## src/rtl/rrs_pkg.sv

```systemverilog
// Shared types, codes and constants of the RTP receiver statistics block.
package rrs_pkg;

   localparam int CSR_INDEX_WIDTH = 2;
   localparam int CSR_DATA_WIDTH  = 16;
   localparam int FRAC_BITS       = 8;
   localparam int FRAC_COUNT_WIDTH = $clog2(FRAC_BITS);

   typedef logic [1:0] func_type;
   localparam func_type FUNC_INIT   = 2'd0;
   localparam func_type FUNC_SEQ    = 2'd1;
   localparam func_type FUNC_JITTER = 2'd2;
   localparam func_type FUNC_LOSS   = 2'd3;

   typedef logic [CSR_INDEX_WIDTH-1:0] csr_index_type;
   localparam csr_index_type CSR_MAX_DROPOUT    = 2'd0;
   localparam csr_index_type CSR_MAX_MISORDER   = 2'd1;
   localparam csr_index_type CSR_MIN_SEQUENTIAL = 2'd2;

   localparam logic [15:0] RESET_MAX_DROPOUT    = 16'd3000;
   localparam logic [15:0] RESET_MAX_MISORDER   = 16'd100;
   localparam logic [7:0]  RESET_MIN_SEQUENTIAL = 8'd2;

   // A 17-bit value that no 16-bit sequence number can match.
   localparam logic [16:0] NO_SUSPECT = 17'h10001;
   localparam logic [16:0] SEQ_SPAN   = 17'h10000;

   typedef logic [3:0] op_type;
   localparam op_type OP_NONE          = 4'd0;
   localparam op_type OP_CAPTURE       = 4'd1;
   localparam op_type OP_INIT          = 4'd2;
   localparam op_type OP_SEQ           = 4'd3;
   localparam op_type OP_JIT_TRANSIT   = 4'd4;
   localparam op_type OP_JIT_DIFF      = 4'd5;
   localparam op_type OP_JIT_SUM       = 4'd6;
   localparam op_type OP_LOSS_EXPECT   = 4'd7;
   localparam op_type OP_LOSS_INTERVAL = 4'd8;
   localparam op_type OP_LOSS_LOST     = 4'd9;
   localparam op_type OP_LOSS_DECIDE   = 4'd10;
   localparam op_type OP_DIV_STORE     = 4'd11;
   localparam op_type OP_LOAD_OUT      = 4'd12;

   typedef struct packed {
      func_type    func;
      logic [31:0] source_id;
      logic [15:0] seq_number;
      logic [31:0] rtp_timestamp;
      logic [31:0] arrival_time;
   } req_payload_type;

   typedef struct packed {
      logic               status;
      logic [31:0]        source_ident;
      logic [31:0]        extended_max_seq;
      logic [31:0]        received_count;
      logic signed [31:0] cumulative_lost;
      logic [7:0]         loss_fraction;
      logic [31:0]        jitter_estimate;
   } rsp_payload_type;

   typedef struct packed {
      op_type op;
   } cmd_type;

   typedef struct packed {
      logic need_div;
      logic div_done;
   } status_type;

endpackage

```

## src/rtl/rrs_stream_if.sv

```systemverilog
// Valid/ready stream interface used for the request and response channels.
interface rrs_stream_if #(parameter type payload_type = logic);
   logic        valid;
   logic        ready;
   payload_type payload;

   modport source (output valid, output payload, input ready);
   modport sink (input valid, input payload, output ready);
endinterface

```

## src/rtl/rrs_fraction_div.sv

```systemverilog
// Restoring divider that produces the 8-bit loss fraction one bit per cycle.
module rrs_fraction_div (
   input  logic        clock,
   input  logic        reset,
   input  logic        start,
   input  logic [31:0] dividend,
   input  logic [31:0] divisor,
   output logic        done,
   output logic [rrs_pkg::FRAC_BITS-1:0] quotient
);

   logic [31:0] rem_ff, rem_in;
   logic [31:0] div_ff, div_in;
   logic [rrs_pkg::FRAC_BITS-1:0] quo_ff, quo_in;
   logic [rrs_pkg::FRAC_COUNT_WIDTH-1:0] count_ff, count_in;
   logic busy_ff, busy_in;
   logic done_ff, done_in;
   logic [31:0] rem_shift;
   logic        fits;

   // The dividend is always below the divisor, so the shifted remainder fits.
   assign rem_shift = {rem_ff[30:0], 1'b0};
   assign fits      = rem_shift >= div_ff;

   always_comb begin
      rem_in   = rem_ff;
      div_in   = div_ff;
      quo_in   = quo_ff;
      count_in = count_ff;
      busy_in  = busy_ff;
      done_in  = done_ff;
      if (start) begin
         rem_in   = dividend;
         div_in   = divisor;
         quo_in   = '0;
         count_in = '0;
         busy_in  = 1'b1;
         done_in  = 1'b0;
      end else if (busy_ff) begin
         rem_in   = fits ? rem_shift - div_ff : rem_shift;
         quo_in   = {quo_ff[rrs_pkg::FRAC_BITS-2:0], fits};
         count_in = count_ff + 1'b1;
         if (count_ff == rrs_pkg::FRAC_COUNT_WIDTH'(rrs_pkg::FRAC_BITS - 1)) begin
            busy_in = 1'b0;
            done_in = 1'b1;
         end
      end
   end

   always_ff @(posedge clock) begin
      rem_ff   <= rem_in;
      div_ff   <= div_in;
      quo_ff   <= quo_in;
      count_ff <= count_in;
      if (reset) begin
         busy_ff <= 1'b0;
         done_ff <= 1'b0;
      end else begin
         busy_ff <= busy_in;
         done_ff <= done_in;
      end
   end

   assign done     = done_ff;
   assign quotient = quo_ff;

   a_rem_below_divisor: assert property (@(posedge clock) disable iff (reset)
      busy_ff |-> rem_ff < div_ff)
      else $error("divider remainder reached the divisor");

   a_done_after_busy: assert property (@(posedge clock) disable iff (reset)
      $fell(busy_ff) |-> done_ff)
      else $error("divider finished without raising done");

endmodule

```

## src/rtl/rrs_datapath.sv

```systemverilog
// Source state, configuration registers and arithmetic of the statistics block.
module rrs_datapath (
   input  logic                     clock,
   input  logic                     reset,
   input  rrs_pkg::cmd_type         cmd,
   input  rrs_pkg::req_payload_type req_payload,
   input  logic                     csr_write_en,
   input  rrs_pkg::csr_index_type   csr_index,
   input  logic [rrs_pkg::CSR_DATA_WIDTH-1:0] csr_write_data,
   output rrs_pkg::status_type      status,
   output rrs_pkg::rsp_payload_type rsp_payload
);

   logic [15:0] max_dropout_ff, max_dropout_in;
   logic [15:0] max_misorder_ff, max_misorder_in;
   logic [7:0]  min_seq_ff, min_seq_in;

   rrs_pkg::req_payload_type item_ff, item_in;
   rrs_pkg::rsp_payload_type rsp_ff, rsp_in;

   logic [31:0] ident_ff, ident_in;
   logic [15:0] base_ff, base_in;
   logic [15:0] highest_ff, highest_in;
   logic [16:0] suspect_ff, suspect_in;
   logic [15:0] wrap_ff, wrap_in;
   logic [31:0] rx_total_ff, rx_total_in;
   logic [31:0] rx_before_ff, rx_before_in;
   logic [31:0] exp_before_ff, exp_before_in;
   logic [7:0]  prob_left_ff, prob_left_in;
   logic [31:0] last_transit_ff, last_transit_in;
   logic [31:0] jitter_ff, jitter_in;
   logic [31:0] lost_ff, lost_in;
   logic [7:0]  fraction_ff, fraction_in;
   logic        status_ff, status_in;

   logic [31:0] transit_ff, transit_in;
   logic [31:0] mag_ff, mag_in;
   logic [28:0] decay_ff, decay_in;
   logic [31:0] expected_ff, expected_in;
   logic [31:0] exp_int_ff, exp_int_in;
   logic [31:0] rec_int_ff, rec_int_in;
   logic [31:0] lost_int_ff, lost_int_in;

   logic [15:0] seq;
   logic [15:0] hi_next;
   logic [15:0] udelta;
   logic [16:0] misorder_limit;
   logic [7:0]  prob_dec;
   logic [31:0] jit_diff;
   logic [32:0] jit_plus8;
   logic [32:0] jit_sum;
   logic        frac_zero;
   logic        need_div;
   logic        div_start;
   logic        div_done;
   logic [rrs_pkg::FRAC_BITS-1:0] div_quotient;

   assign seq            = item_ff.seq_number;
   assign hi_next        = highest_ff + 16'd1;
   assign udelta         = seq - highest_ff;
   assign misorder_limit = rrs_pkg::SEQ_SPAN - {1'b0, max_misorder_ff};
   assign prob_dec       = prob_left_ff - 8'd1;
   assign jit_diff       = transit_ff - last_transit_ff;
   assign jit_plus8      = {1'b0, jitter_ff} + 33'd8;
   assign jit_sum        = {1'b0, jitter_ff} + {1'b0, mag_ff} - {4'd0, decay_ff};

   // Interval values are read as signed; a fraction exists only when both are positive.
   assign frac_zero = exp_int_ff[31] || (exp_int_ff == 32'd0) ||
                      lost_int_ff[31] || (lost_int_ff == 32'd0);
   assign need_div  = !frac_zero && (lost_int_ff < exp_int_ff);
   assign div_start = (cmd.op == rrs_pkg::OP_LOSS_DECIDE) && need_div;

   rrs_fraction_div u_div (
      .clock    (clock),
      .reset    (reset),
      .start    (div_start),
      .dividend (lost_int_ff),
      .divisor  (exp_int_ff),
      .done     (div_done),
      .quotient (div_quotient)
   );

   always_comb begin
      max_dropout_in  = max_dropout_ff;
      max_misorder_in = max_misorder_ff;
      min_seq_in      = min_seq_ff;
      if (csr_write_en) begin
         unique case (csr_index)
            rrs_pkg::CSR_MAX_DROPOUT:    max_dropout_in  = csr_write_data;
            rrs_pkg::CSR_MAX_MISORDER:   max_misorder_in = csr_write_data;
            rrs_pkg::CSR_MIN_SEQUENTIAL: min_seq_in      = csr_write_data[7:0];
            default: ;
         endcase
      end
   end

   always_comb begin
      item_in         = item_ff;
      rsp_in          = rsp_ff;
      ident_in        = ident_ff;
      base_in         = base_ff;
      highest_in      = highest_ff;
      suspect_in      = suspect_ff;
      wrap_in         = wrap_ff;
      rx_total_in     = rx_total_ff;
      rx_before_in    = rx_before_ff;
      exp_before_in   = exp_before_ff;
      prob_left_in    = prob_left_ff;
      last_transit_in = last_transit_ff;
      jitter_in       = jitter_ff;
      lost_in         = lost_ff;
      fraction_in     = fraction_ff;
      status_in       = status_ff;
      transit_in      = transit_ff;
      mag_in          = mag_ff;
      decay_in        = decay_ff;
      expected_in     = expected_ff;
      exp_int_in      = exp_int_ff;
      rec_int_in      = rec_int_ff;
      lost_int_in     = lost_int_ff;

      unique case (cmd.op)
         rrs_pkg::OP_CAPTURE: begin
            item_in   = req_payload;
            status_in = 1'b0;
         end
         rrs_pkg::OP_INIT: begin
            base_in       = seq;
            highest_in    = seq - 16'd1;
            suspect_in    = rrs_pkg::NO_SUSPECT;
            wrap_in       = '0;
            rx_total_in   = '0;
            rx_before_in  = '0;
            exp_before_in = '0;
            ident_in      = item_ff.source_id;
            prob_left_in  = min_seq_ff;
         end
         rrs_pkg::OP_SEQ: begin
            if (prob_left_ff != 8'd0) begin
               highest_in = seq;
               status_in  = 1'b1;
               if (seq == hi_next) begin
                  prob_left_in = prob_dec;
                  if (prob_dec == 8'd0) begin
                     // Probation passed: restart and count this packet.
                     base_in       = seq;
                     suspect_in    = rrs_pkg::NO_SUSPECT;
                     wrap_in       = '0;
                     rx_total_in   = 32'd1;
                     rx_before_in  = '0;
                     exp_before_in = '0;
                     status_in     = 1'b0;
                  end
               end else begin
                  prob_left_in = (min_seq_ff != 8'd0) ? min_seq_ff - 8'd1 : 8'd0;
               end
            end else if (udelta < max_dropout_ff) begin
               if (seq < highest_ff) begin
                  wrap_in = wrap_ff + 16'd1;
               end
               highest_in  = seq;
               rx_total_in = rx_total_ff + 32'd1;
            end else if ({1'b0, udelta} <= misorder_limit) begin
               if ({1'b0, seq} == suspect_ff) begin
                  // Second packet of a large jump: the sender restarted.
                  base_in       = seq;
                  highest_in    = seq;
                  suspect_in    = rrs_pkg::NO_SUSPECT;
                  wrap_in       = '0;
                  rx_total_in   = 32'd1;
                  rx_before_in  = '0;
                  exp_before_in = '0;
               end else begin
                  suspect_in = {1'b0, seq + 16'd1};
                  status_in  = 1'b1;
               end
            end else begin
               rx_total_in = rx_total_ff + 32'd1;
            end
         end
         rrs_pkg::OP_JIT_TRANSIT: begin
            transit_in = item_ff.arrival_time - item_ff.rtp_timestamp;
         end
         rrs_pkg::OP_JIT_DIFF: begin
            mag_in          = jit_diff[31] ? (~jit_diff) + 32'd1 : jit_diff;
            decay_in        = jit_plus8[32:4];
            last_transit_in = transit_ff;
         end
         rrs_pkg::OP_JIT_SUM: begin
            // The decay never exceeds the old jitter, so the sum is never negative.
            jitter_in = jit_sum[32] ? 32'hFFFF_FFFF : jit_sum[31:0];
         end
         rrs_pkg::OP_LOSS_EXPECT: begin
            expected_in = {wrap_ff, highest_ff} - {16'd0, base_ff} + 32'd1;
         end
         rrs_pkg::OP_LOSS_INTERVAL: begin
            exp_int_in    = expected_ff - exp_before_ff;
            rec_int_in    = rx_total_ff - rx_before_ff;
            lost_in       = expected_ff - rx_total_ff;
            exp_before_in = expected_ff;
            rx_before_in  = rx_total_ff;
         end
         rrs_pkg::OP_LOSS_LOST: begin
            lost_int_in = exp_int_ff - rec_int_ff;
         end
         rrs_pkg::OP_LOSS_DECIDE: begin
            if (frac_zero) begin
               fraction_in = 8'd0;
            end else if (!need_div) begin
               fraction_in = 8'hFF;
            end
         end
         rrs_pkg::OP_DIV_STORE: begin
            fraction_in = div_quotient;
         end
         rrs_pkg::OP_LOAD_OUT: begin
            rsp_in.status           = status_ff;
            rsp_in.source_ident     = ident_ff;
            rsp_in.extended_max_seq = {wrap_ff, highest_ff};
            rsp_in.received_count   = rx_total_ff;
            rsp_in.cumulative_lost  = lost_ff;
            rsp_in.loss_fraction    = fraction_ff;
            rsp_in.jitter_estimate  = jitter_ff;
         end
         default: ;
      endcase
   end

   always_ff @(posedge clock) begin
      item_ff     <= item_in;
      rsp_ff      <= rsp_in;
      transit_ff  <= transit_in;
      mag_ff      <= mag_in;
      decay_ff    <= decay_in;
      expected_ff <= expected_in;
      exp_int_ff  <= exp_int_in;
      rec_int_ff  <= rec_int_in;
      lost_int_ff <= lost_int_in;
      if (reset) begin
         max_dropout_ff  <= rrs_pkg::RESET_MAX_DROPOUT;
         max_misorder_ff <= rrs_pkg::RESET_MAX_MISORDER;
         min_seq_ff      <= rrs_pkg::RESET_MIN_SEQUENTIAL;
         ident_ff        <= '0;
         base_ff         <= '0;
         highest_ff      <= '0;
         suspect_ff      <= rrs_pkg::NO_SUSPECT;
         wrap_ff         <= '0;
         rx_total_ff     <= '0;
         rx_before_ff    <= '0;
         exp_before_ff   <= '0;
         prob_left_ff    <= '0;
         last_transit_ff <= '0;
         jitter_ff       <= '0;
         lost_ff         <= '0;
         fraction_ff     <= '0;
         status_ff       <= 1'b0;
      end else begin
         max_dropout_ff  <= max_dropout_in;
         max_misorder_ff <= max_misorder_in;
         min_seq_ff      <= min_seq_in;
         ident_ff        <= ident_in;
         base_ff         <= base_in;
         highest_ff      <= highest_in;
         suspect_ff      <= suspect_in;
         wrap_ff         <= wrap_in;
         rx_total_ff     <= rx_total_in;
         rx_before_ff    <= rx_before_in;
         exp_before_ff   <= exp_before_in;
         prob_left_ff    <= prob_left_in;
         last_transit_ff <= last_transit_in;
         jitter_ff       <= jitter_in;
         lost_ff         <= lost_in;
         fraction_ff     <= fraction_in;
         status_ff       <= status_in;
      end
   end

   assign status.need_div = need_div;
   assign status.div_done = div_done;
   assign rsp_payload     = rsp_ff;

endmodule

```

## src/rtl/rrs_ctrl.sv

```systemverilog
// Controller that sequences each request through the datapath steps.
module rrs_ctrl (
   input  logic                clock,
   input  logic                reset,
   input  logic                req_valid,
   input  rrs_pkg::func_type   req_func,
   input  logic                rsp_ready,
   input  rrs_pkg::status_type status,
   output logic                req_ready,
   output logic                rsp_valid,
   output rrs_pkg::cmd_type    cmd
);

   localparam logic [3:0] S_IDLE   = 4'd0;
   localparam logic [3:0] S_INIT   = 4'd1;
   localparam logic [3:0] S_SEQ    = 4'd2;
   localparam logic [3:0] S_JIT_A  = 4'd3;
   localparam logic [3:0] S_JIT_B  = 4'd4;
   localparam logic [3:0] S_JIT_C  = 4'd5;
   localparam logic [3:0] S_LOSS_A = 4'd6;
   localparam logic [3:0] S_LOSS_B = 4'd7;
   localparam logic [3:0] S_LOSS_C = 4'd8;
   localparam logic [3:0] S_LOSS_D = 4'd9;
   localparam logic [3:0] S_DIV    = 4'd10;
   localparam logic [3:0] S_OUT    = 4'd11;

   logic [3:0] state_ff, state_in;
   logic       valid_ff, valid_in;
   logic       accept;

   assign req_ready = (state_ff == S_IDLE);
   assign accept    = req_valid && req_ready;

   always_comb begin
      state_in = state_ff;
      valid_in = valid_ff && !rsp_ready;
      cmd.op   = rrs_pkg::OP_NONE;
      unique case (state_ff)
         S_IDLE: begin
            if (accept) begin
               cmd.op = rrs_pkg::OP_CAPTURE;
               case (req_func)
                  rrs_pkg::FUNC_INIT:   state_in = S_INIT;
                  rrs_pkg::FUNC_SEQ:    state_in = S_SEQ;
                  rrs_pkg::FUNC_JITTER: state_in = S_JIT_A;
                  default:              state_in = S_LOSS_A;
               endcase
            end
         end
         S_INIT: begin
            cmd.op   = rrs_pkg::OP_INIT;
            state_in = S_OUT;
         end
         S_SEQ: begin
            cmd.op   = rrs_pkg::OP_SEQ;
            state_in = S_OUT;
         end
         S_JIT_A: begin
            cmd.op   = rrs_pkg::OP_JIT_TRANSIT;
            state_in = S_JIT_B;
         end
         S_JIT_B: begin
            cmd.op   = rrs_pkg::OP_JIT_DIFF;
            state_in = S_JIT_C;
         end
         S_JIT_C: begin
            cmd.op   = rrs_pkg::OP_JIT_SUM;
            state_in = S_OUT;
         end
         S_LOSS_A: begin
            cmd.op   = rrs_pkg::OP_LOSS_EXPECT;
            state_in = S_LOSS_B;
         end
         S_LOSS_B: begin
            cmd.op   = rrs_pkg::OP_LOSS_INTERVAL;
            state_in = S_LOSS_C;
         end
         S_LOSS_C: begin
            cmd.op   = rrs_pkg::OP_LOSS_LOST;
            state_in = S_LOSS_D;
         end
         S_LOSS_D: begin
            cmd.op   = rrs_pkg::OP_LOSS_DECIDE;
            state_in = status.need_div ? S_DIV : S_OUT;
         end
         S_DIV: begin
            if (status.div_done) begin
               cmd.op   = rrs_pkg::OP_DIV_STORE;
               state_in = S_OUT;
            end
         end
         S_OUT: begin
            if (!valid_ff || rsp_ready) begin
               cmd.op   = rrs_pkg::OP_LOAD_OUT;
               valid_in = 1'b1;
               state_in = S_IDLE;
            end
         end
         default: state_in = S_IDLE;
      endcase
   end

   always_ff @(posedge clock) begin
      if (reset) begin
         state_ff <= S_IDLE;
         valid_ff <= 1'b0;
      end else begin
         state_ff <= state_in;
         valid_ff <= valid_in;
      end
   end

   assign rsp_valid = valid_ff;

   a_load_into_free_slot: assert property (@(posedge clock) disable iff (reset)
      (cmd.op == rrs_pkg::OP_LOAD_OUT) |-> (!valid_ff || rsp_ready))
      else $error("response register loaded while still holding a result");

   a_busy_after_accept: assert property (@(posedge clock) disable iff (reset)
      accept |=> !req_ready)
      else $error("new request taken while one is still in progress");

   a_result_from_out_state: assert property (@(posedge clock) disable iff (reset)
      $rose(valid_ff) |-> $past(state_ff) == S_OUT)
      else $error("response raised outside the output step");

endmodule

```

## src/rtl/rtp_receiver_statistics.sv

```systemverilog
// Top level of the RTP receiver statistics block: controller plus datapath.
//
// The block keeps the receive statistics of one RTP source. Each request on
// req_chan carries a function code: init starts a source and its probation,
// a sequence update checks a packet's sequence number, a jitter update folds
// one packet's timestamp and arrival time into the interarrival jitter, and a
// loss report computes cumulative loss and the loss fraction since the last
// report. Every request produces exactly one response on rsp_chan carrying
// the status of the request and a snapshot of the source state after it.
// One request is in progress at a time. An init or sequence update runs its
// own step, a jitter update the transit, difference and sum steps, and a
// loss report the expect, interval, lost and decide steps and, when the loss
// fraction goes through the divider, a wait for the divider, which retires
// one quotient bit per cycle. A finished response waits in the output
// register; the block accepts the next request while that response is not
// yet taken and only stalls at the next request's end if it is still held.
// Synchronous reset clears the source state and loads the default
// configuration. The csr port writes the gap limits and probation length
// and should be used only while no request is in progress.
module rtp_receiver_statistics (
   input  logic                   clock,
   input  logic                   reset,
   rrs_stream_if.sink             req_chan,
   rrs_stream_if.source           rsp_chan,
   input  logic                   csr_write_en,
   input  rrs_pkg::csr_index_type csr_index,
   input  logic [rrs_pkg::CSR_DATA_WIDTH-1:0] csr_write_data
);

   rrs_pkg::cmd_type         cmd;
   rrs_pkg::status_type      status;
   rrs_pkg::req_payload_type req_payload;
   rrs_pkg::rsp_payload_type rsp_payload;
   logic                     req_ready;
   logic                     rsp_valid;

   assign req_payload = req_chan.payload;

   // Controller owns the handshakes; one command per cycle, none while it waits.
   rrs_ctrl u_ctrl (
      .clock     (clock),
      .reset     (reset),
      .req_valid (req_chan.valid),
      .req_func  (req_payload.func),
      .rsp_ready (rsp_chan.ready),
      .status    (status),
      .req_ready (req_ready),
      .rsp_valid (rsp_valid),
      .cmd       (cmd)
   );

   // The datapath holds the source state, configuration and output register.
   rrs_datapath u_datapath (
      .clock          (clock),
      .reset          (reset),
      .cmd            (cmd),
      .req_payload    (req_payload),
      .csr_write_en   (csr_write_en),
      .csr_index      (csr_index),
      .csr_write_data (csr_write_data),
      .status         (status),
      .rsp_payload    (rsp_payload)
   );

   assign req_chan.ready   = req_ready;
   assign rsp_chan.valid   = rsp_valid;
   assign rsp_chan.payload = rsp_payload;

endmodule
```

## src/flat_wrapper.sv

```systemverilog
// flat-port wrapper written by rule: the top's interface ports become plain ports
module rtp_receiver_statistics_flat 
  (clock, reset, csr_write_en, csr_index, csr_write_data, req_chan_valid, req_chan_payload, req_chan_ready, rsp_chan_valid, rsp_chan_payload, rsp_chan_ready);
  rrs_stream_if req_chan_i ();
  rrs_stream_if rsp_chan_i ();
  input  logic clock;
  input  logic reset;
  input  logic csr_write_en;
  input  rrs_pkg::csr_index_type csr_index;
  input  logic [rrs_pkg::CSR_DATA_WIDTH-1:0] csr_write_data;
  input wire logic [$bits(req_chan_i.valid)-1:0] req_chan_valid;
  input wire logic [$bits(req_chan_i.payload)-1:0] req_chan_payload;
  output wire logic [$bits(req_chan_i.ready)-1:0] req_chan_ready;
  output wire logic [$bits(rsp_chan_i.valid)-1:0] rsp_chan_valid;
  output wire logic [$bits(rsp_chan_i.payload)-1:0] rsp_chan_payload;
  input wire logic [$bits(rsp_chan_i.ready)-1:0] rsp_chan_ready;
  assign req_chan_i.valid = req_chan_valid;
  assign req_chan_i.payload = req_chan_payload;
  assign req_chan_ready = req_chan_i.ready;
  assign rsp_chan_valid = rsp_chan_i.valid;
  assign rsp_chan_payload = rsp_chan_i.payload;
  assign rsp_chan_i.ready = rsp_chan_ready;
  rtp_receiver_statistics u_core (.clock(clock), .reset(reset), .req_chan(req_chan_i), .rsp_chan(rsp_chan_i), .csr_write_en(csr_write_en), .csr_index(csr_index), .csr_write_data(csr_write_data));
endmodule
```

## config.mk

```make
export PLATFORM = sky130hd
export DESIGN_NAME = rtp_receiver_statistics_flat
export DESIGN_NICKNAME = d
export VERILOG_FILES = /design/src/rtl/rrs_pkg.sv /design/src/rtl/rrs_stream_if.sv /design/src/rtl/rrs_fraction_div.sv /design/src/rtl/rrs_datapath.sv /design/src/rtl/rrs_ctrl.sv /design/src/rtl/rtp_receiver_statistics.sv /design/src/flat_wrapper.sv
export SDC_FILE = /design/constraint.sdc
export NUM_CORES = 1
export LEC_CHECK = 0
export CORE_MARGIN = 4
export CORE_UTILIZATION = 29
export DETAILED_ROUTE_END_ITERATION = 8
export DONT_BUFFER_PORTS = 1
export PLACE_DENSITY = 0.47
export SLEW_MARGIN = 40
export SYNTH_ARGS = -nofsm -noshare
export SYNTH_HDL_FRONTEND = slang
export SYNTH_HIERARCHICAL = 1
export SYNTH_SLANG_ARGS = --single-unit
export TNS_END_PERCENT = 10
```

## constraint.sdc

```tcl
create_clock -name clock -period 9.55 [get_ports clock]
set_clock_uncertainty 0.1 [all_clocks]
set_input_delay 0.4775 -clock clock [delete_from_list [all_inputs] [get_ports clock]]
set_output_delay 0.4775 -clock clock [all_outputs]
set_load 0.02 [all_outputs]
```

# Word level (Yosys, flattened, before mapping)
# Cells that the tools add are included.
# word_totals
regBits	444
inputBits	24
output_inout_bits	3
word_cells	181
# classes
n_addsub	18
n_lt_le_gt_ge	4
eq_ne	38
mux	56
bitwise_logic	1
n_reduce_logical	36
# ops
operator	n
32-bit 2-to-1 mux	13
32-bit one-hot mux with 3 select lines	2
16-bit 2-to-1 mux	11
17-bit 2-to-1 mux	6
32-bit by 1-bit adder with 32-bit output (second input constant)	3
16-bit one-hot mux with 2 select lines	3
32-bit subtractor	3
32-bit logical NOT	2
32-bit one-hot mux with 2 select lines	1
4-bit one-hot mux with 12 select lines	1
4-bit one-hot mux with 10 select lines	1
17-bit one-hot mux with 2 select lines	1
32-bit by 32-bit adder with 33-bit output	1
32-bit by 4-bit adder with 33-bit output (second input constant)	1
33-bit by 29-bit subtractor with 33-bit output	1
16-bit by 1-bit adder with 16-bit output (second input constant)	2
4-bit by 3-bit equality test with 1-bit output (second input constant)	8
4-bit equality test (second input constant)	8
32-bit less-than comparator	1
32-bit NOT	1
32-bit by 16-bit subtractor with 32-bit output	1
31-bit 2-to-1 mux	1
8-bit 2-to-1 mux	3
4-bit 2-to-1 mux	5
other kinds (38)	73

# Depth between registers and ports, before layout
# Gate-level depths: netlist (run 1).
# depth
word_depth	8
ltp_mapped	28
ltp_nobuf	24

# Modules after synthesis
# Netlist (run 1), hierarchy kept.
# modules_own_cells
mod	instances	cells_each	area_each_um2
rrs_datapath	1	4771	47111.4
rrs_fraction_div	1	472	4774.6
rrs_ctrl	1	60	429.2
rtp_receiver_statistics	1	1	3.8

# Worst setup path before layout (run 1)
# Ideal clock, no wire load.
# synth_timing
path_kind	register to register
start	reg u_core.u_datapath.exp_int_ff[1]
end	reg u_core/u_datapath/u_div/rem_ff[0] (netlist name)
setup_ns	0.374
t_arrival_ns	6.667
required_time_ns	9.076
path_slack_ns	2.409
stages_incl_launch_ff	16
path_buffers	3
synth_period_minus_slack_ns	7.141
cell_sequence	edfxtp_1 -> inv_1 -> ha_1 -> a21o_1 -> a21o_1 -> a21oi_1 -> nor2b_1 -> o21ai_0 -> a21oi_1 -> a221o_1 -> a41o_1 -> nor4_1 -> clkbuf_1 -> clkbuf_1 -> clkbuf_1 -> or2_2
# synth_lines
element	line_no	text
start, declared	rrs_datapath.sv:40	logic [31:0] exp_int_ff, exp_int_in;
start signal, assigned	rrs_datapath.sv:236	exp_int_ff <= exp_int_in;

==> results.cfg, run 1 <==
[floorplanning]
fp.coreArea_sq_mm = 0.129
initial_utilization = 0.292
num_rows = 132
die_w_microns = 369
die_y_microns = 369
ios = 27
die_area_sq_mm = 0.136

[cts]
cts_tree = done
ctsRootBufferMaster = clkbuf_16
numCtsBuffers = 72
clk_latency_ns = 0.67
htree_num_levels = 3
cts.sinks = 585
path_clk_slew_ns = 0.06
cts_buffer_depth = 3
ctsResizeCount = 0

[drt]
first_pass_iters = 5
dr.first_iter.drc_count = 1531
vias_per_cell = 4.72
drc = 0
via_count = 28400
wl_per_cell_microns = 14.9
drtAntennaViolNets = 0
totalWireLength_microns = 89800

[final_layout]
synthToLayoutAreaGrowth_pct = 13.4
fin_area_sq_mm = 0.0428
nNetsFinal = 4611
layout-drive-gt1-share = 0.0473
instances_no_fill = 6016
num-fill-cells = 13500

[sta]
drv_slew = 0
fin_setup_tns_ns = 0
fmaxAchievable_mhz = 151
hold_violations = 0
rsz0062_at_grt = no
worst_slack_ns = 2.95
timing.final.crit_period_ns = 6.60
setup_viol = 0
max_slew_margin = 0.439
tightestPinTransition_ns = 0.831
fin_crit_sh = 0.691

[worst_hold_path]
hold_path_depth = 2
hold_class = in2reg

[power_and_ir_drop]
power_density_mw_per_mm2 = 303
p_leak_nw = 17.0
power_mw = 13.0
vdd_ir_drop_max_mv = 0.168

[global_route]
track_usage = 0.131
overflow = 0
grtUsageMet3 = 0.0200
grt_max_degree = 148
antenna_found_initial = 0
grt.met1_usage = 0.184
top_usage_layer = met2
grt_use_met2 = 0.204
grt_pass1_vias = 27400
grt_pass1_wl_microns = 147000

[placement]
hpwlAfterDp_microns = 66500
dp.cells = 5859
place_area_sq_mm = 0.0401
port_buffers = 0
place_congestion = 0.801
dp_slack_ns = 2.90

[worst_setup_path]
r2r_setup_slack_ns = 2.95
crit_path_end_kind = register
crit_type = reg2reg
cp.required_ns = 9.99
worst-r2r-cell-count = 25
cp-start-kind = register
cp.arrival_ns = 7.04
critPathMaxFanout = 33

[synthesis]
syn_area_sq_mm = 0.0377
avgSynthCellArea_sq_um = 9.11
syn_inst = 4140
ys_warn_count = 6

[status]
status = complete, no violations

[flow_run]
cap_violations = 0
## power by group
part           internal (mW)  switching [mW]  leakage [nW]  total, mW
Sequential              3.51           0.404          5.10       3.91
Combinational           2.54            3.67          10.7       6.21
Clock                   1.71            1.13          1.21       2.84
Total                   7.76            5.21          17.0       13.0
## area by class of cell
type | instances | area, sq um | share of cell area
diodes | 2 | 5.00 | 0.000117
clock buffers | 103 | 2120 | 0.0494
clock inverters | 31 | 363 | 0.00848
inverters | 497 | 1870 | 0.0436
multi-input cells | 3005 | 21000 | 0.491
flip-flops and latches | 585 | 14700 | 0.344
well taps | 1742 | 2180 | 0.0509
repair buffers | 51 | 541 | 0.0126
## layout by cell type (no fill, tap or decap), drive strengths merged, types with 24 or more instances in the layout
master	n
a211o	32
a211oi	70
a21o	110
a21oi	298
a22o	65
a31oi	27
and3	39
buf	33
clkbuf	103
conb	84
dfxtp	283
edfxtp	302
fa	36
ha	339
inv	499
mux2i	28
nand2	328
nand2b	43
nand3	107
nand4	45
nor2	318
nor2b	40
nor3	83
nor4	58
o211ai	24
o21a	38
o21ai	149
o21bai	28
o31ai	28
or3	30
xnor2	251
xor2	112
## through the flow
step / utilization / hold slack (ns)
after floorplan: - / 0.328
after global placement: 0.309 / 0.342
after detailed placement: 0.310 / 0.346
after CTS: 0.331 / 0.0297
after global routing: 0.331 / 0.0244
final: 0.331 / 0.0623
## final timing paths
kind                                                          start                                                end
setup / recovery                 u_core/u_datapath/seq[1]$_DFFE_PN_       u_core/u_datapath/suspect_ff[0]$_SDFFE_PP1P_
hold / removal                                                reset     u_core/u_datapath/rx_before_ff[2]$_SDFFE_PP0P_
setup reg to reg                 u_core/u_datapath/seq[1]$_DFFE_PN_       u_core/u_datapath/suspect_ff[0]$_SDFFE_PP1P_
hold reg to reg   u_core/u_datapath/last_transit_ff[8]$_SDFFE_PP0N_  u_core/u_datapath/last_transit_ff[8]$_SDFFE_PP0N_
## flip-flops by register name, indices dropped and copies added (netlist names), 17 cells and up
signal / count
u_core/u_datapath/decay_ff: 29
u_core/u_datapath/exp_before_ff: 32
u_core/u_datapath/exp_int_ff: 32
u_core/u_datapath/expected_ff: 32
u_core/u_datapath/item_ff: 64
u_core/u_datapath/jitter_ff: 32
u_core/u_datapath/last_transit_ff: 32
u_core/u_datapath/lost_int_ff: 32
u_core/u_datapath/mag_ff: 32
u_core/u_datapath/rec_int_ff: 32
u_core/u_datapath/rx_before_ff: 32
u_core/u_datapath/rx_total_ff: 32
u_core/u_datapath/suspect_ff: 17
u_core/u_datapath/transit_ff: 32
## worst max-delay path, stage by stage (launching register included)
cell and delay [ns]:
edfxtp_1 0.56, ha_1 0.35, nor2b_1 0.12, o21ai_0 0.21, a21boi_0 0.16, o21a_1 0.21
o21ai_0 0.15, nand2b_1 0.10, a41o_1 0.26, o41ai_1 0.52, o2111ai_1 0.22, a21oi_1 0.22
xnor2_1 0.18, ha_1 0.29, nand4_1 0.10, nor4_1 0.08, nor2_1 0.11, a21oi_1 0.08
maj3_1 0.36, a21oi_1 0.62, nand2b_1 0.32, o31a_1 0.18, buf_4 0.30, nand2b_1 0.09
buf_4 0.25, a211o_1 0.31
## per-layer routing
metal	wire (microns)	share of wire
met5	0	0
met4	2210	0.025
met3	3070	0.034
met2	39100	0.44
met1	45400	0.51
## repair_timing
action | CTS | global route
hold endpoints to repair | 160 | 0
hold buffers | 20 | 0
buffers inserted | 0 | 0
Note: power is estimated with default switching activity, not from simulation.
==> inputs of run 2 (changes only) <==
--- a/config.mk
+++ b/config.mk
@@ -9,7 +9,7 @@
 export CORE_UTILIZATION = 29
 export DETAILED_ROUTE_END_ITERATION = 8
 export DONT_BUFFER_PORTS = 1
-export PLACE_DENSITY = 0.47
+export PLACE_DENSITY = 0.48
 export SLEW_MARGIN = 40
 export SYNTH_ARGS = -nofsm -noshare
 export SYNTH_HDL_FRONTEND = slang
==> constraint.sdc (replaced) <==
create_clock -name clock -period 5.66 [get_ports clock]
set_clock_uncertainty 0.1 [all_clocks]
set_input_delay 0.283 -clock clock [delete_from_list [all_inputs] [get_ports clock]]
set_output_delay 0.283 -clock clock [all_outputs]
set_load 0.02 [all_outputs]
==> run 2 against run 1 <==
Net effect:
- via count rose by 0.18%
- first-iteration DRC count up 8.0%
- die area unchanged
- critical path depth grew 1
- worst hold slack better by 0.027 ns
- cell count is 1.0% higher
- utilization increased by 0.41 points
- final area rose by 1.2%
- power up 71%
- flip-flop and latch count is the same
- sequential power up 65%
- maximum frequency up 23%
- largest power group unchanged
==> results.cfg, run 2 (synthesis gave the netlist of run 1 again) <==
[drt]
dr.first_iter.drc_count = 1654
via_count = 28400
first_pass_iters = 5
totalWireLength_microns = 91200
drtAntennaViolNets = 0
vias_per_cell = 4.68
wl_per_cell_microns = 15.0
drc = 0

[sta]
setup_viol = 0
max_slew_margin = 0.503
fmaxAchievable_mhz = 186
timing.final.crit_period_ns = 5.38
drv_slew = 0
hold_violations = 0
fin_crit_sh = 0.951
rsz0062_at_grt = yes
tightestPinTransition_ns = 0.739

[worst_setup_path]
cp.buffers_inverters = 4
path_common_cell = buf_4
cpPeakStageDelay_ns = 0.40
crit_path_end_kind = register
crit_type = reg2reg
worst-path-stages = 26
worst-r2r-cell-count = 26
crit_slowest_cell = o31a_4
cp.required_ns = 6.07
cp-start-kind = register
critPathMaxFanout = 8
crit_family = compound AO/OA/AOI/OAI gates
cp.arrival_ns = 5.79

[global_route]
grt_max_degree = 193
grt_use_met2 = 0.208
grt.met1_usage = 0.191
overflow = 0
track_usage = 0.133
grt_pass1_wl_microns = 149000
grt_pass1_vias = 27800
antenna_found_initial = 4
grtUsageMet3 = 0.0181
top_usage_layer = met2

[placement]
place_congestion = 0.828
hpwlAfterDp_microns = 68100
dp.cells = 5903
port_buffers = 0
place_area_sq_mm = 0.0404

[floorplanning]
die_y_microns = 369
initial_utilization = 0.292
num_rows = 132
die_area_sq_mm = 0.136
die_w_microns = 369
ios = 27
fp.coreArea_sq_mm = 0.129

[cts]
path_clk_slew_ns = 0.06
cts.sinks = 585
clk_latency_ns = 0.64
cts_buffer_depth = 3
numCtsBuffers = 72
cts_tree = done
ctsRootBufferMaster = clkbuf_16
htree_num_levels = 3

[status]
status = complete, no violations

[power_and_ir_drop]
p_leak_nw = 17.3
vdd_ir_drop_max_mv = 0.290
power_density_mw_per_mm2 = 512

[worst_hold_path]
hold_path_depth = 3
hold_class = in2reg

[final_layout]
fin_area_sq_mm = 0.0433
top_register = u_core/u_datapath/item_ff
nNetsFinal = 4673
synthToLayoutAreaGrowth_pct = 14.8
largest_reg_flops = 64
mostFrequentLayoutCell = inv_1
final_cell_mix = inv_1 (495), ha_1 (339), nand2_1 (327)
layout-drive-gt1-share = 0.0575
instances_no_fill = 6076

[flow_run]
cap_violations = 0
-- run 2: layout make-up --
type / instances / area (sq um)
antenna: 3 / 7.51
clock buffer: 98 / 1980
clock inverter: 33 / 374
fill: 13500 / 86000
inverter: 497 / 1870
multi-input combinational: 3005 / 21000
sequential: 585 / 14700
tap: 1742 / 2180
timing repair buffer: 113 / 1140
-- run 2: power by group --
group | switching, mW | leakage, nW | internal (mW)
clock | 1.85 | 1.16 | 2.78
combinational | 6.50 | 11.0 | 4.62
sequential | 0.539 | 5.10 | 5.92
-- run 2: metrics by stage --
stage | hold slack (ns) | worst slack [ns] | TNS, ns | power, mW | util
floorplan | 0.252 | 0.0917 | 0 | 14.6 | -
global placement | 0.282 | 0.142 | 0 | 17.4 | 0.312
detailed placement | 0.282 | 0.0640 | 0 | 17.5 | 0.313
finish | 0.0896 | 0.278 | 0 | 22.2 | 0.335
global route | 0.0874 | -0.0932 | -2.98 | 24.1 | 0.335
CTS | 0.0178 | 0.00101 | 0 | 22.3 | 0.334
-- run 2: what timing repair did --
action                     CTS  global route
hold buffers                32             1
setup buffers                0             3
setup endpoints to repair    0           160
hold endpoints to repair   184            27
resized for setup            0            21
-- run 2: path summary, 6_finish.rpt --
path	startpoint	to	slack, ns
worst min-delay path	csr_index[0]	u_core/u_datapath/max_dropout_ff[13]$_SDFFE_PP0P_	0.09
worst max-delay path	u_core/u_datapath/seq[1]$_DFFE_PN_	u_core/u_datapath/base_ff[9]$_SDFFE_PP0P_	0.28
worst max register to register	u_core/u_datapath/seq[1]$_DFFE_PN_	u_core/u_datapath/base_ff[9]$_SDFFE_PP0P_	0.28
worst min register to register	u_core/u_datapath/last_transit_ff[13]$_SDFFE_PP0N_	u_core/u_datapath/last_transit_ff[13]$_SDFFE_PP0N_	0.35
-- run 2: worst min-delay path, cell delays in order --
cell     delay [ns]
or3b_2         0.29
nand2_1        0.09
a21oi_1        0.12
-- run 2: layer usage --
metal | vias to the layer above | wire length (microns)
met3 | 121 | 3030
met5 | - | 0
met1 | 13100 | 46600
met4 | 0 | 2110
met2 | 360 | 39500
li1 | 14800 | -
